### config.mk
export PLATFORM = sky130hd
export DESIGN_NAME = led_strip_pattern_generator
export DESIGN_NICKNAME = d
export VERILOG_FILES = /design/src/sv/lspg_pkg.sv /design/src/sv/lspg_serial_div.sv /design/src/sv/led_strip_pattern_generator.sv
export SDC_FILE = /design/constraint.sdc
export NUM_CORES = 1
export LEC_CHECK = 0
export BUFFER_PORTS_ARGS = -buffer_cell sky130_fd_sc_hd__buf_2
export CAP_MARGIN = 5
export CORE_UTILIZATION = 35
export DETAILED_ROUTE_END_ITERATION = 8
export GPL_ROUTABILITY_DRIVEN = 0
export PLACE_DENSITY_LB_ADDON = 0.1
export REMOVE_ABC_BUFFERS = 1
export SYNTH_ARGS = -nofsm -noshare
export SYNTH_HDL_FRONTEND = slang
export SYNTH_SLANG_ARGS = --single-unit
### constraint.sdc
create_clock -name i_clk -period 9.3 [get_ports i_clk]
set_input_delay 0.465 -clock i_clk [delete_from_list [all_inputs] [get_ports i_clk]]
set_output_delay 0.465 -clock i_clk [all_outputs]
set_load 0.02 [all_outputs]
### src/sv/lspg_pkg.sv
// Shared types, constants and color arithmetic for the LED strip pattern generator.
`timescale 1ns / 1ps

package lspg_pkg;

    localparam int C_IDX_W   = 10;   // pixel index
    localparam int C_SPAN_W  = 12;   // span factor, also quotient width
    localparam int C_CNT_W   = 11;   // pixel count
    localparam int C_PROD_W  = C_IDX_W + C_SPAN_W;
    localparam int C_COLOR_W = 24;

    localparam int C_MAX_PIXELS = 1024;

    // register map, index = paddr[3:2]
    localparam logic [1:0] C_REG_MODE  = 2'd0;
    localparam logic [1:0] C_REG_COLOR = 2'd1;
    localparam logic [1:0] C_REG_SPAN  = 2'd2;
    localparam logic [1:0] C_REG_COUNT = 2'd3;

    localparam logic [2:0] C_MODE_RAINBOW = 3'd0;
    localparam logic [2:0] C_MODE_SOLID   = 3'd1;
    localparam logic [2:0] C_MODE_WIPE    = 3'd2;
    localparam logic [2:0] C_MODE_CHASE   = 3'd3;
    localparam logic [2:0] C_MODE_SPARKLE = 3'd4;

    localparam logic C_CMD_PIXEL   = 1'b0;
    localparam logic C_CMD_ADVANCE = 1'b1;

    typedef struct packed {
        logic               command;
        logic [C_IDX_W-1:0] pixel_index;
    } t_pix_req;

    typedef struct packed {
        logic [C_COLOR_W-1:0] pixel_color;
        logic                 index_out_of_range;
    } t_pix_res;

    // x / 255, truncated, exact for x below 65280
    function automatic logic [7:0] div255(input logic [15:0] x);
        logic [16:0] t;
        t = {1'b0, x} + {9'd0, x[15:8]} + 17'd1;
        return t[15:8];
    endfunction

    // blue -> green -> red -> blue, 85 positions per segment, 86 in the last
    function automatic logic [23:0] wheel(input logic [7:0] pos);
        logic [7:0] d;
        logic [7:0] r;
        if (pos < 8'd85) begin
            d = pos;
        end else if (pos < 8'd170) begin
            d = pos - 8'd85;
        end else begin
            d = pos - 8'd170;
        end
        r = {d[6:0], 1'b0} + d;
        if (pos < 8'd85) begin
            return {8'h00, r, 8'hff - r};
        end else if (pos < 8'd170) begin
            return {r, 8'hff - r, 8'h00};
        end else begin
            return {8'hff - r, 8'h00, r};
        end
    endfunction

    // index mod 3: base-4 digits each count once since 4 = 1 mod 3
    function automatic logic [1:0] mod3(input logic [C_IDX_W-1:0] v);
        logic [3:0] s;
        logic [2:0] t;
        s = 4'd0;
        for (int k = 0; k < C_IDX_W / 2; k++) begin
            s = s + {2'b00, v[2*k +: 2]};
        end
        t = {1'b0, s[3:2]} + {1'b0, s[1:0]};
        if (t >= 3'd3) begin
            t = t - 3'd3;
        end
        if (t >= 3'd3) begin
            t = t - 3'd3;
        end
        return t[1:0];
    endfunction

endpackage

### src/sv/lspg_serial_div.sv
// Bit-serial restoring divider: one quotient bit per cycle.
`timescale 1ns / 1ps

module lspg_serial_div (
    input  logic                          i_clk,
    input  logic                          i_rst_n,
    input  logic                          i_start,
    input  logic [lspg_pkg::C_PROD_W-1:0] i_dividend,
    input  logic [lspg_pkg::C_CNT_W-1:0]  i_divisor,
    output logic                          o_done,
    output logic [lspg_pkg::C_SPAN_W-1:0] o_quotient
);
    import lspg_pkg::*;

    localparam int C_CNT_BITS = $clog2(C_SPAN_W + 1);

    // dividend < divisor << C_SPAN_W, so the upper part starts below the divisor
    logic [C_CNT_W-1:0]    r_rem,  n_rem;
    logic [C_SPAN_W-1:0]   r_sh,   n_sh;
    logic [C_CNT_W-1:0]    r_dvs;
    logic [C_CNT_BITS-1:0] r_cnt,  n_cnt;
    logic                  r_done, n_done;

    logic [C_CNT_W:0] trial;
    logic [C_CNT_W:0] diff;
    logic             ge;

    assign trial = {r_rem, r_sh[C_SPAN_W-1]};
    assign ge    = trial >= {1'b0, r_dvs};
    assign diff  = trial - {1'b0, r_dvs};

    always_comb begin
        n_rem  = r_rem;
        n_sh   = r_sh;
        n_cnt  = r_cnt;
        n_done = 1'b0;
        if (i_start) begin
            n_rem = C_CNT_W'(i_dividend[C_PROD_W-1:C_SPAN_W]);
            n_sh  = i_dividend[C_SPAN_W-1:0];
            n_cnt = C_CNT_BITS'(C_SPAN_W);
        end else if (r_cnt != '0) begin
            n_rem  = ge ? diff[C_CNT_W-1:0] : trial[C_CNT_W-1:0];
            n_sh   = {r_sh[C_SPAN_W-2:0], ge};
            n_cnt  = r_cnt - 1'b1;
            n_done = (r_cnt == C_CNT_BITS'(1));
        end
    end

    always_ff @(posedge i_clk) begin
        if (!i_rst_n) begin
            r_cnt  <= '0;
            r_done <= 1'b0;
        end else begin
            r_cnt  <= n_cnt;
            r_done <= n_done;
        end
    end

    always_ff @(posedge i_clk) begin
        r_rem <= n_rem;
        r_sh  <= n_sh;
        if (i_start) begin
            r_dvs <= i_divisor;
        end
    end

    assign o_done     = r_done;
    assign o_quotient = r_sh;

endmodule

### src/sv/led_strip_pattern_generator.sv
// LED strip pattern generator: RGB color of one logical pixel per request, five modes.
// Solid, wipe, chase, spare modes, unlit chase rainbow pixels and out of range requests go
// straight to the finish state; lit chase rainbow pixels pass the wheel and a channel blend,
// rainbow pixels the bit-serial divide by pixel count and the wheel. One request at a time:
// the next goes in the cycle after the result loads; a result not yet taken holds it back.
// Advance requests finish at their accept edge and return nothing.
// Reset (sync, active low) clears frame state and sets mode 0, span 256, count 60.
`timescale 1ns / 1ps

module led_strip_pattern_generator (
    input  logic                 i_clk,
    input  logic                 i_rst_n,
    // pixel / advance requests
    input  logic                 i_in_valid,
    output logic                 o_in_ready,
    input  lspg_pkg::t_pix_req   i_in_req,
    // pixel colors
    output logic                 o_out_valid,
    input  logic                 i_out_ready,
    output lspg_pkg::t_pix_res   o_out_res,
    // register port
    input  logic                 psel,
    input  logic                 penable,
    input  logic                 pwrite,
    input  logic [3:0]           paddr,
    input  logic [31:0]          pwdata,
    output logic [31:0]          prdata,
    output logic                 pready
);
    import lspg_pkg::*;

    localparam logic [2:0] S_IDLE  = 3'd0;
    localparam logic [2:0] S_DIV   = 3'd1;
    localparam logic [2:0] S_WHEEL = 3'd2;
    localparam logic [2:0] S_BLEND = 3'd3;
    localparam logic [2:0] S_FIN   = 3'd4;

    // ---------------- configuration registers ----------------
    logic [2:0]           r_mode;
    logic [C_COLOR_W-1:0] r_base_color;
    logic [C_SPAN_W-1:0]  r_span;
    logic [C_CNT_W-1:0]   r_pix_count;
    logic                 cfg_wr;

    assign pready = 1'b1;
    assign cfg_wr = psel & penable & pwrite;

    always_ff @(posedge i_clk) begin
        if (!i_rst_n) begin
            r_mode       <= C_MODE_RAINBOW;
            r_base_color <= '0;
            r_span       <= C_SPAN_W'(256);
            r_pix_count  <= C_CNT_W'(60);
        end else if (cfg_wr) begin
            case (paddr[3:2])
                C_REG_MODE:  r_mode       <= pwdata[2:0];
                C_REG_COLOR: r_base_color <= pwdata[C_COLOR_W-1:0];
                C_REG_SPAN:  r_span       <= pwdata[C_SPAN_W-1:0];
                C_REG_COUNT: r_pix_count  <= pwdata[C_CNT_W-1:0];
                default:     r_mode       <= r_mode;
            endcase
        end
    end

    always_comb begin
        case (paddr[3:2])
            C_REG_MODE:  prdata = {29'd0, r_mode};
            C_REG_COLOR: prdata = {8'd0, r_base_color};
            C_REG_SPAN:  prdata = {20'd0, r_span};
            C_REG_COUNT: prdata = {21'd0, r_pix_count};
            default:     prdata = '0;
        endcase
    end

    // effective count: register capped at the strip maximum; 0 means nothing is in range
    logic [C_CNT_W-1:0] eff_count;
    assign eff_count = (int'(r_pix_count) > C_MAX_PIXELS) ? C_CNT_W'(C_MAX_PIXELS)
                                                          : r_pix_count;

    // ---------------- frame state ----------------
    logic [7:0]         r_rb_off,   n_rb_off;    // rainbow wheel offset
    logic [C_CNT_W-1:0] r_wipe,     n_wipe;      // lit pixels in wipe
    logic [1:0]         r_chase,    n_chase;     // theater chase phase 0..2
    logic [1:0]         r_sp_phase, n_sp_phase;  // chase rainbow phase 0..3
    logic [7:0]         r_sp_off,   n_sp_off;    // chase rainbow wheel offset
    logic [3:0]         r_fade,     n_fade;      // fade step 0..9

    // ---------------- datapath / control ----------------
    logic [2:0]           r_state, n_state;
    logic [7:0]           r_pos,   n_pos;     // wheel position
    logic [7:0]           r_ratio, n_ratio;   // blend scale per channel
    logic                 r_blend, n_blend;   // wheel color gets scaled
    logic [C_COLOR_W-1:0] r_color, n_color;   // result shift register, one byte per step
    logic                 r_oor,   n_oor;
    logic [1:0]           r_chan,  n_chan;    // blend channel counter
    logic                 r_out_valid;
    t_pix_res             r_out_res;

    logic                 in_fire;
    logic                 req_oor;
    logic                 div_start;
    logic                 div_done;
    logic [C_SPAN_W-1:0]  div_quo;
    logic [C_PROD_W-1:0]  span_prod;
    logic [8:0]           fade_x25;
    logic [7:0]           fade_ratio;
    logic [C_IDX_W-1:0]   idx;
    logic [1:0]           idx_p1;
    logic [15:0]          chan_prod;
    logic                 out_load;

    assign o_in_ready = (r_state == S_IDLE);
    assign in_fire    = i_in_valid & o_in_ready;
    assign idx        = i_in_req.pixel_index;
    assign idx_p1     = idx[1:0] + 2'd1;
    assign req_oor    = {1'b0, idx} >= eff_count;

    // index * span, quotient by count is below span since index < count
    assign span_prod  = C_PROD_W'(idx) * C_PROD_W'(r_span);
    assign fade_x25   = {5'd0, r_fade} * 9'd25;
    assign fade_ratio = fade_x25[7:0];

    // blend step on the low byte: c * ratio / 255
    assign chan_prod  = {8'd0, r_color[7:0]} * {8'd0, r_ratio};

    always_comb begin
        n_state    = r_state;
        n_pos      = r_pos;
        n_ratio    = r_ratio;
        n_blend    = r_blend;
        n_color    = r_color;
        n_oor      = r_oor;
        n_chan     = r_chan;
        n_rb_off   = r_rb_off;
        n_wipe     = r_wipe;
        n_chase    = r_chase;
        n_sp_phase = r_sp_phase;
        n_sp_off   = r_sp_off;
        n_fade     = r_fade;
        div_start  = 1'b0;
        out_load   = 1'b0;

        case (r_state)
            S_IDLE: begin
                if (in_fire) begin
                    if (i_in_req.command == C_CMD_ADVANCE) begin
                        // frame step, no result
                        case (r_mode)
                            C_MODE_RAINBOW: n_rb_off = r_rb_off + 8'd1;
                            C_MODE_WIPE: begin
                                n_wipe = (r_wipe >= eff_count) ? '0 : r_wipe + 1'b1;
                            end
                            C_MODE_CHASE: n_chase = (r_chase >= 2'd2) ? 2'd0 : r_chase + 2'd1;
                            C_MODE_SPARKLE: begin
                                if (r_fade >= 4'd9) begin
                                    n_fade     = 4'd0;
                                    n_sp_phase = r_sp_phase + 2'd1;
                                    n_sp_off   = r_sp_off + 8'd10;
                                end else begin
                                    n_fade = r_fade + 4'd1;
                                end
                            end
                            default: n_fade = r_fade;
                        endcase
                    end else if (req_oor) begin
                        n_color = '0;
                        n_oor   = 1'b1;
                        n_state = S_FIN;
                    end else begin
                        n_oor   = 1'b0;
                        n_color = '0;
                        n_state = S_FIN;
                        case (r_mode)
                            C_MODE_RAINBOW: begin
                                div_start = 1'b1;
                                n_state   = S_DIV;
                            end
                            C_MODE_SOLID: n_color = r_base_color;
                            C_MODE_WIPE: begin
                                n_color = ({1'b0, idx} < r_wipe) ? r_base_color : '0;
                            end
                            C_MODE_CHASE: begin
                                n_color = (mod3(idx) == r_chase) ? r_base_color : '0;
                            end
                            C_MODE_SPARKLE: begin
                                // lit pixel fades in, the one before it fades out
                                if (idx[1:0] == r_sp_phase) begin
                                    n_pos   = idx[7:0] + r_sp_off;
                                    n_ratio = fade_ratio;
                                    n_blend = 1'b1;
                                    n_state = S_WHEEL;
                                end else if (idx_p1 == r_sp_phase) begin
                                    n_pos   = idx[7:0] + 8'd1 + r_sp_off;
                                    n_ratio = 8'hff - fade_ratio;
                                    n_blend = 1'b1;
                                    n_state = S_WHEEL;
                                end
                            end
                            default: n_color = '0;
                        endcase
                    end
                end
            end
            S_DIV: begin
                if (div_done) begin
                    n_pos   = div_quo[7:0] + r_rb_off;
                    n_blend = 1'b0;
                    n_state = S_WHEEL;
                end
            end
            S_WHEEL: begin
                n_color = wheel(r_pos);
                n_chan  = 2'd0;
                n_state = r_blend ? S_BLEND : S_FIN;
            end
            S_BLEND: begin
                // rotate right a byte per step: after three steps order is restored
                n_color = {div255(chan_prod), r_color[C_COLOR_W-1:8]};
                n_chan  = r_chan + 2'd1;
                if (r_chan == 2'd2) begin
                    n_state = S_FIN;
                end
            end
            S_FIN: begin
                if (!r_out_valid || i_out_ready) begin
                    out_load = 1'b1;
                    n_state  = S_IDLE;
                end
            end
            default: n_state = S_IDLE;
        endcase
    end

    lspg_serial_div u_div (
        .i_clk      (i_clk),
        .i_rst_n    (i_rst_n),
        .i_start    (div_start),
        .i_dividend (span_prod),
        .i_divisor  (eff_count),
        .o_done     (div_done),
        .o_quotient (div_quo)
    );

    always_ff @(posedge i_clk) begin
        if (!i_rst_n) begin
            r_state     <= S_IDLE;
            r_rb_off    <= '0;
            r_wipe      <= '0;
            r_chase     <= '0;
            r_sp_phase  <= '0;
            r_sp_off    <= '0;
            r_fade      <= '0;
            r_out_valid <= 1'b0;
        end else begin
            r_state    <= n_state;
            r_rb_off   <= n_rb_off;
            r_wipe     <= n_wipe;
            r_chase    <= n_chase;
            r_sp_phase <= n_sp_phase;
            r_sp_off   <= n_sp_off;
            r_fade     <= n_fade;
            if (out_load) begin
                r_out_valid <= 1'b1;
            end else if (i_out_ready) begin
                r_out_valid <= 1'b0;
            end
        end
    end

    always_ff @(posedge i_clk) begin
        r_pos   <= n_pos;
        r_ratio <= n_ratio;
        r_blend <= n_blend;
        r_color <= n_color;
        r_oor   <= n_oor;
        r_chan  <= n_chan;
        if (out_load) begin
            r_out_res <= '{pixel_color: r_color, index_out_of_range: r_oor};
        end
    end

    assign o_out_valid = r_out_valid;
    assign o_out_res   = r_out_res;

    // ---------------- checks ----------------
    a_div_done_in_div: assert property (@(posedge i_clk) disable iff (!i_rst_n)
        div_done |-> r_state == S_DIV)
        else $error("divider finished outside the divide state");

    a_result_from_fin: assert property (@(posedge i_clk) disable iff (!i_rst_n)
        $rose(o_out_valid) |-> $past(r_state) == S_FIN)
        else $error("result loaded outside the finish state");

    a_oor_black: assert property (@(posedge i_clk) disable iff (!i_rst_n)
        o_out_valid && o_out_res.index_out_of_range |-> o_out_res.pixel_color == '0)
        else $error("out of range result carries a color");

    a_chase_phase: assert property (@(posedge i_clk) disable iff (!i_rst_n)
        r_chase != 2'd3 && r_fade <= 4'd9)
        else $error("frame phase left its range");

endmodule

==> qor.txt, run 1 <==
Routed wire length: 47.02 mm
Clk Latency, worst-skew pair: 0.49 ns
Largest family of logic cells by synthesized area: adder cells
Max clock buf depth: 2
Vias per cell: 4.991
Die area: 51810 µm²
Post-synthesis compound-gate area fraction: 12.79%
Slowest stage delay, CP: 0.67 ns
Syn Area/Cell: 9.170 µm²
Worst relative slew slack: 28.99%
Most common cell in the netlist: inv_1
GRT Residual Overflow: 0
Final min period: 6.828 ns
Ports: 114
Top_reg_cell synth: edfxtp_1
Mux cell area share after synthesis: 2.725%
Row cnt: 82
Peak supply drop: 0.0001505 V
Worst path arrival time: 7.08 ns
ANT nets after route: 0
Dpl cell area: 18890 µm²
PortBufs: 94
Post-place setup slack: 2.443 ns
Crit-path cells: nand2_1, fa_1, fa_1, inv_1, fa_1, inv_1, fa_1, inv_1, ha_1, o211ai_1, or2_1, a31oi_1, o31ai_1, o311ai_1, inv_1, ha_1, nand3_1, a2bb2oi_1, nor2b_1, o31ai_4, and3b_2, o21a_1, a221o_1
Cells after Synth: 1943
Netlist Area Pre-Place: 17820 µm²
Post-synth EDFFs: 102
CP max-delay cell: edfxtp_1
RSZ-0062 raised after global routing: false
CP Max Fanout: 10
Clk sinks: 196
Chip height: 227.6 µm
Final setup viols: 0
Placed cell count: 2645
Synth top area share: 17.19%
Switch share: 44.10%
Cell taking the most area after synthesis: edfxtp_1
Adder-cell share of the synthesized area: 28.31%
Core area: 50170 µm²
CTS tree: done
Clock transition at path regs: 0.09 ns
Internal power: 2554 µW
Diode count: 0
Run status: complete, no violations
Num CTS Buffers: 17
Fmax: 146.5 MHz
CP Capture Type: flop
Setup bufs post-CTS: 0
Leak: 0.008918 µW
CTS root buffer: clkbuf_16
Final nets: 2373
WS Path Type: flop to flop
Synth top area cells: edfxtp_1 17%, fa_1 14%, ha_1 14%
Clock power frac: 18.6%
Via Count: 13360
GRT Util Overall: 19.09%
Pre-Repair DR Iteration Count: 5
Antenna violations before repair: 0
Req. time, crit path: 9.55 ns
Pwr dens: 233.6 nW/µm²
Share of flip-flops with an asynchronous set or reset: 0%
Initial Utilization: 35.51%
Largest net degree at the start of global routing: 75
Hold Violations, Final: 0
Slew Viols, Final: 0
# DRC: 0
CTS H-tree lvls: 4
Area growth syn-to-layout: 9.768%
Synth cell count leaders: 227 x inv_1, 224 x nand2_1, 200 x ha_1
Max Cap Viol: 0
First-pass GRT wire length: 74.95 mm
Startpoint types: flop
Simple-Gate Fraction of Synth Area: 16.29%
Synth cell types: 80
Vias in the first global route: 13370
Final WS setup: 2.472 ns
Pwr Total: 4569 µW
Tightest Pin Transition: 1.063 ns
Flip-flop and latch count after synthesis: 196
Post-DP HPWL: 36.48 mm
Synth Warn #: 0
Post-Synth XOR/XNOR Area: 5.344%
Post-CTS Hold Buffers: 0
Iter 0 DRT Violations: 679
Period Utilization, post-route: 73.42%
Die Width: 227.6 µm
Layout cells sized above 1: 8.579%
Fin area: 19560 µm²
Cts repair resizes: 0
HP Class: primary input to flop
Skew final: 0.01759 ns
Setup TNS: 0 ns
Sequential area share after synthesis: 27.75%
Final non-filler cell total: 2677
Combinational share of power: 55.1%
Net Sw Power: 2015 µW
Reg power frac: 26.2%
Avg WL per Cell: 17.56 µm
-- path summary, 6_finish.rpt --
path                                            from  slack, ns                       endpoint  cells past startpoint
worst max-delay path            r_color[0]$_DFFE_PP_       2.47          r_color[17]$_DFFE_PP_                     23
worst max register to register  r_color[0]$_DFFE_PP_       2.47          r_color[17]$_DFFE_PP_                     23
worst min-delay path                      pwdata[14]       0.21  r_base_color[14]$_SDFFE_PN0P_                      3
worst min register to register       r_oor$_DFFE_PP_       0.42         o_out_res[0]$_DFFE_PP_                      0
-- registers in the layout, indices dropped and copies added (netlist names), 2 cells and up --
register and flops:
o_out_res 25, r_base_color 24, r_color 24, r_span 12, u_div.o_quotient 12, r_pix_count 11, r_wipe 11, u_div.r_dvs 11
u_div.r_rem 11, r_pos 8, r_ratio 8, r_rb_off 8, r_sp_off 7, r_fade 4, u_div.r_cnt 4, r_mode 3
r_state 3, r_chan 2, r_chase 2, r_sp_phase 2
-- worst max-delay path, delay by kind of cell, from the launching register on --
kind            cells  cell delay (ns)
compound gates      8             1.78
fa+ha+maj           6             2.85
buf+inv             4             0.26
flops               1             0.67
simple gates        5             1.00
-- cell families after synthesis --
logic type      Yosys count
fa+ha+maj               327
simple gates            604
buf+inv                 310
compound gates          354
other cells               2
flops                   196
mux                      43
xor+xnor                107
-- area by class of cell --
type	count	area [µm²]
inverters	230	863.3
clock inverters	15	239.0
clock buffers	17	425.4
fillers	5119	30610
multi-input cells	1444	11710
repair buffers	103	538.0
well taps	672	840.8
flip-flops and latches	196	4945
-- through the flow --
stage	hold WS (ns)	utilization [%]
2_1_floorplan	0.4003	-
6_report	0.2059	38.98
4_1_cts	0.1624	38.98
3_5_place_dp	0.4196	37.66
5_1_grt	0.1868	38.98
3_3_place_gp	0.4137	37.66
-- cell usage in the layout (no fill, tap or decap), types with 17 or more instances in the layout --
cell type	instances
nand2_1	224
a21o_1	34
edfxtp_1	102
buf_2	94
ha_1	200
clkbuf_16	17
a21oi_1	141
and2_1	126
mux2i_1	26
xor2_1	34
xnor2_1	72
inv_1	226
nor3_1	23
fa_1	127
nor2b_1	18
nor2_1	119
dfxtp_1	94
o21ai_0	48
nand3_1	31
-- routing by layer --
layer / track usage (%) / vias up / wire (µm)
met2: 29.91 / 170 / 21510
li1: - / 6601 / -
met5: 0 / - / 0
met4: 6.062 / 0 / 1036
met3: 2.790 / 44 / 1161
met1: 26.95 / 6546 / 23310
-- power groups by stage --
stage / Clock (µW) / Combinational, µW / Sequential (µW)
CTS: 884 / 2550 / 1200
detailed placement: 0 / 2530 / 1220
global route: 907 / 2870 / 1220
finish: 851 / 2520 / 1200
floorplan: 0 / 1890 / 1210
global placement: 0 / 2490 / 1220
(Power assumes the default switching activity.)
==> inputs of run 2 (changes only) <==
==> constraint.sdc (replaced) <==
create_clock -name i_clk -period 6.36 [get_ports i_clk]
set_input_delay 0.318 -clock i_clk [delete_from_list [all_inputs] [get_ports i_clk]]
set_output_delay 0.318 -clock i_clk [all_outputs]
set_load 0.02 [all_outputs]
==> qor.txt, run 2 (synthesized netlist as in run 1, its figures left out) <==
# DRC: 0
Initial Utilization: 35.51%
ANT nets after route: 0
Grt met2 use: 30.85%
Run status: complete, no violations
Most frequent cells in the layout: 224 x inv_1, 222 x nand2_1, 193 x ha_1
Fmax: 162.2 MHz
Reg2reg path depth: 21
Vias in the first global route: 13630
PortBufs: 94
Hold depth: 3
Leak: 0.009272 µW
Req. time, crit path: 6.60 ns
Iter 0 DRT Violations: 622
Die Width: 227.6 µm
Peak supply drop: 0.0003795 V
Hold Violations, Final: 0
Filler cell count: 5074
Antenna violations before repair: 0
R2R Path Start: r_color[3]$_DFFE_PP_
First-pass GRT wire length: 75.41 mm
HP Class: primary input to flop
Worst path arrival time: 6.40 ns
Layout cells sized above 1: 12.89%
CP Max Fanout: 6
Final nets: 2439
Final WS setup: 0.1962 ns
Max Cap Viol: 0
Num CTS Buffers: 17
Via Count: 13730
R2r setup slk: 0.20 ns
CP Capture Type: flop
WS Path Type: flop to flop
Startpoint types: flop
Skew final: 0.01911 ns
Pre-Repair DR Iteration Count: 5
CTS root buffer: clkbuf_16
Reg-to-Reg End: r_color[17]$_DFFE_PP_
Diode count: 0
Core area: 50170 µm²
GRT met1 Usage: 26.81%
CTS tree: done
GRT Residual Overflow: 0
Max reg flops: 25
Largest net degree at the start of global routing: 76
Hold WS: 0.05547 ns
GRT Util Overall: 19.16%
Hold path startpoint: pwdata[14]
GRT met3 Usage: 2.725%
Ports: 114
Final setup viols: 0
Slew Viols, Final: 0
Area growth syn-to-layout: 13.91%
Pwr Total: 7322 µW
Commonest non-fill, non-tap cell in the layout: inv_1
Worst relative slew slack: 29.24%
Routed wire length: 47.95 mm
WHS Endpoint: r_base_color[14]$_SDFFE_PN0P_
Vias per cell: 5.006
Post-DP HPWL: 37.68 mm
Clock transition at path regs: 0.09 ns
Avg WL per Cell: 17.48 µm
Die area: 51810 µm²
Clk sinks: 196
Max clock buf depth: 2
Setup TNS: 0 ns
Clk Latency, worst-skew pair: 0.49 ns
CTS H-tree lvls: 4
Tightest Pin Transition: 1.061 ns
Period Utilization, post-route: 96.91%
Busiest layer in global routing: met2
Post-place setup slack: 0.02240 ns
Chip height: 227.6 µm
Pwr dens: 360.8 nW/µm²
Final min period: 6.164 ns
Fin util: 40.45%
Row cnt: 82
==> run 2: critical path, stage by stage, from the launching register on <==
cell      delay (ns)
edfxtp_1        0.54
and2_4          0.21
fa_1            0.40
fa_1            0.48
fa_1            0.58
inv_2           0.05
fa_1            0.53
inv_1           0.06
ha_4            0.23
a211oi_4        0.31
buf_6           0.16
a31oi_4         0.10
o31ai_2         0.37
mux2i_1         0.23
nand2_1         0.09
ha_1            0.35
a21o_1          0.16
a21oi_1         0.23
o31ai_4         0.15
and3b_2         0.22
o21a_1          0.21
a221o_1         0.26
==> run 2: report_power, final <==
part	total, µW	internal [µW]	leakage, µW	switching, µW
clock	1210	589	0.000313	619
sequential	1740	1610	0.00171	127
combinational	4380	1930	0.00724	2450
==> run 2: cell type report <==
class	count	area [µm²]	share of cell area, %
Clock buffer	17	425.4	2.096
Clock inverter	15	234.0	1.153
Inverter	230	863.3	4.254
Multi-Input combinational cell	1444	11930	58.76
Sequential cell	196	4945	24.36
Tap cell	672	840.8	4.143
Timing Repair Buffer	169	1061	5.228
==> run 2: worst max-delay path by stage <==
stage                              start                    end  slack, ns  cells past startpoint
finish              r_color[3]$_DFFE_PP_  r_color[17]$_DFFE_PP_       0.20                     21
global route        r_color[3]$_DFFE_PP_  r_color[17]$_DFFE_PP_      -0.02                     21
CTS                 r_color[1]$_DFFE_PP_  r_color[17]$_DFFE_PP_      0.008                     22
detailed placement  r_color[3]$_DFFE_PP_  r_color[17]$_DFFE_PP_       0.02                     22
global placement    r_color[1]$_DFFE_PP_  r_color[17]$_DFFE_PP_       0.08                     22
floorplan           r_color[0]$_DFFE_PP_  r_color[20]$_DFFE_PP_       0.34                     23
==> run 2: per-layer routing <==
metal / wire length, µm / up-vias
met1: 23500 / 6759
met2: 22130 / 198
met3: 1522 / 38
met5: 0 / -
met4: 799 / 0
li1: - / 6737
==> run 2: timing repair <==
action / CTS / global route
hold buffers: 0 / 0
setup buffers: 0 / 19
resized for setup: 2 / 42
endpoints found under the setup margin: 1 / 8
pin swaps: 0 / 30
endpoints found under the hold margin: 0 / 0
==> run 2: metrics by stage <==
step           instance area (µm²)  std cells
6_report                     20300       2743
5_1_grt                      20300       2743
4_1_cts                      19930       2724
3_5_place_dp                 19260       2692
3_3_place_gp                 19260       2692
2_1_floorplan                17510       1870
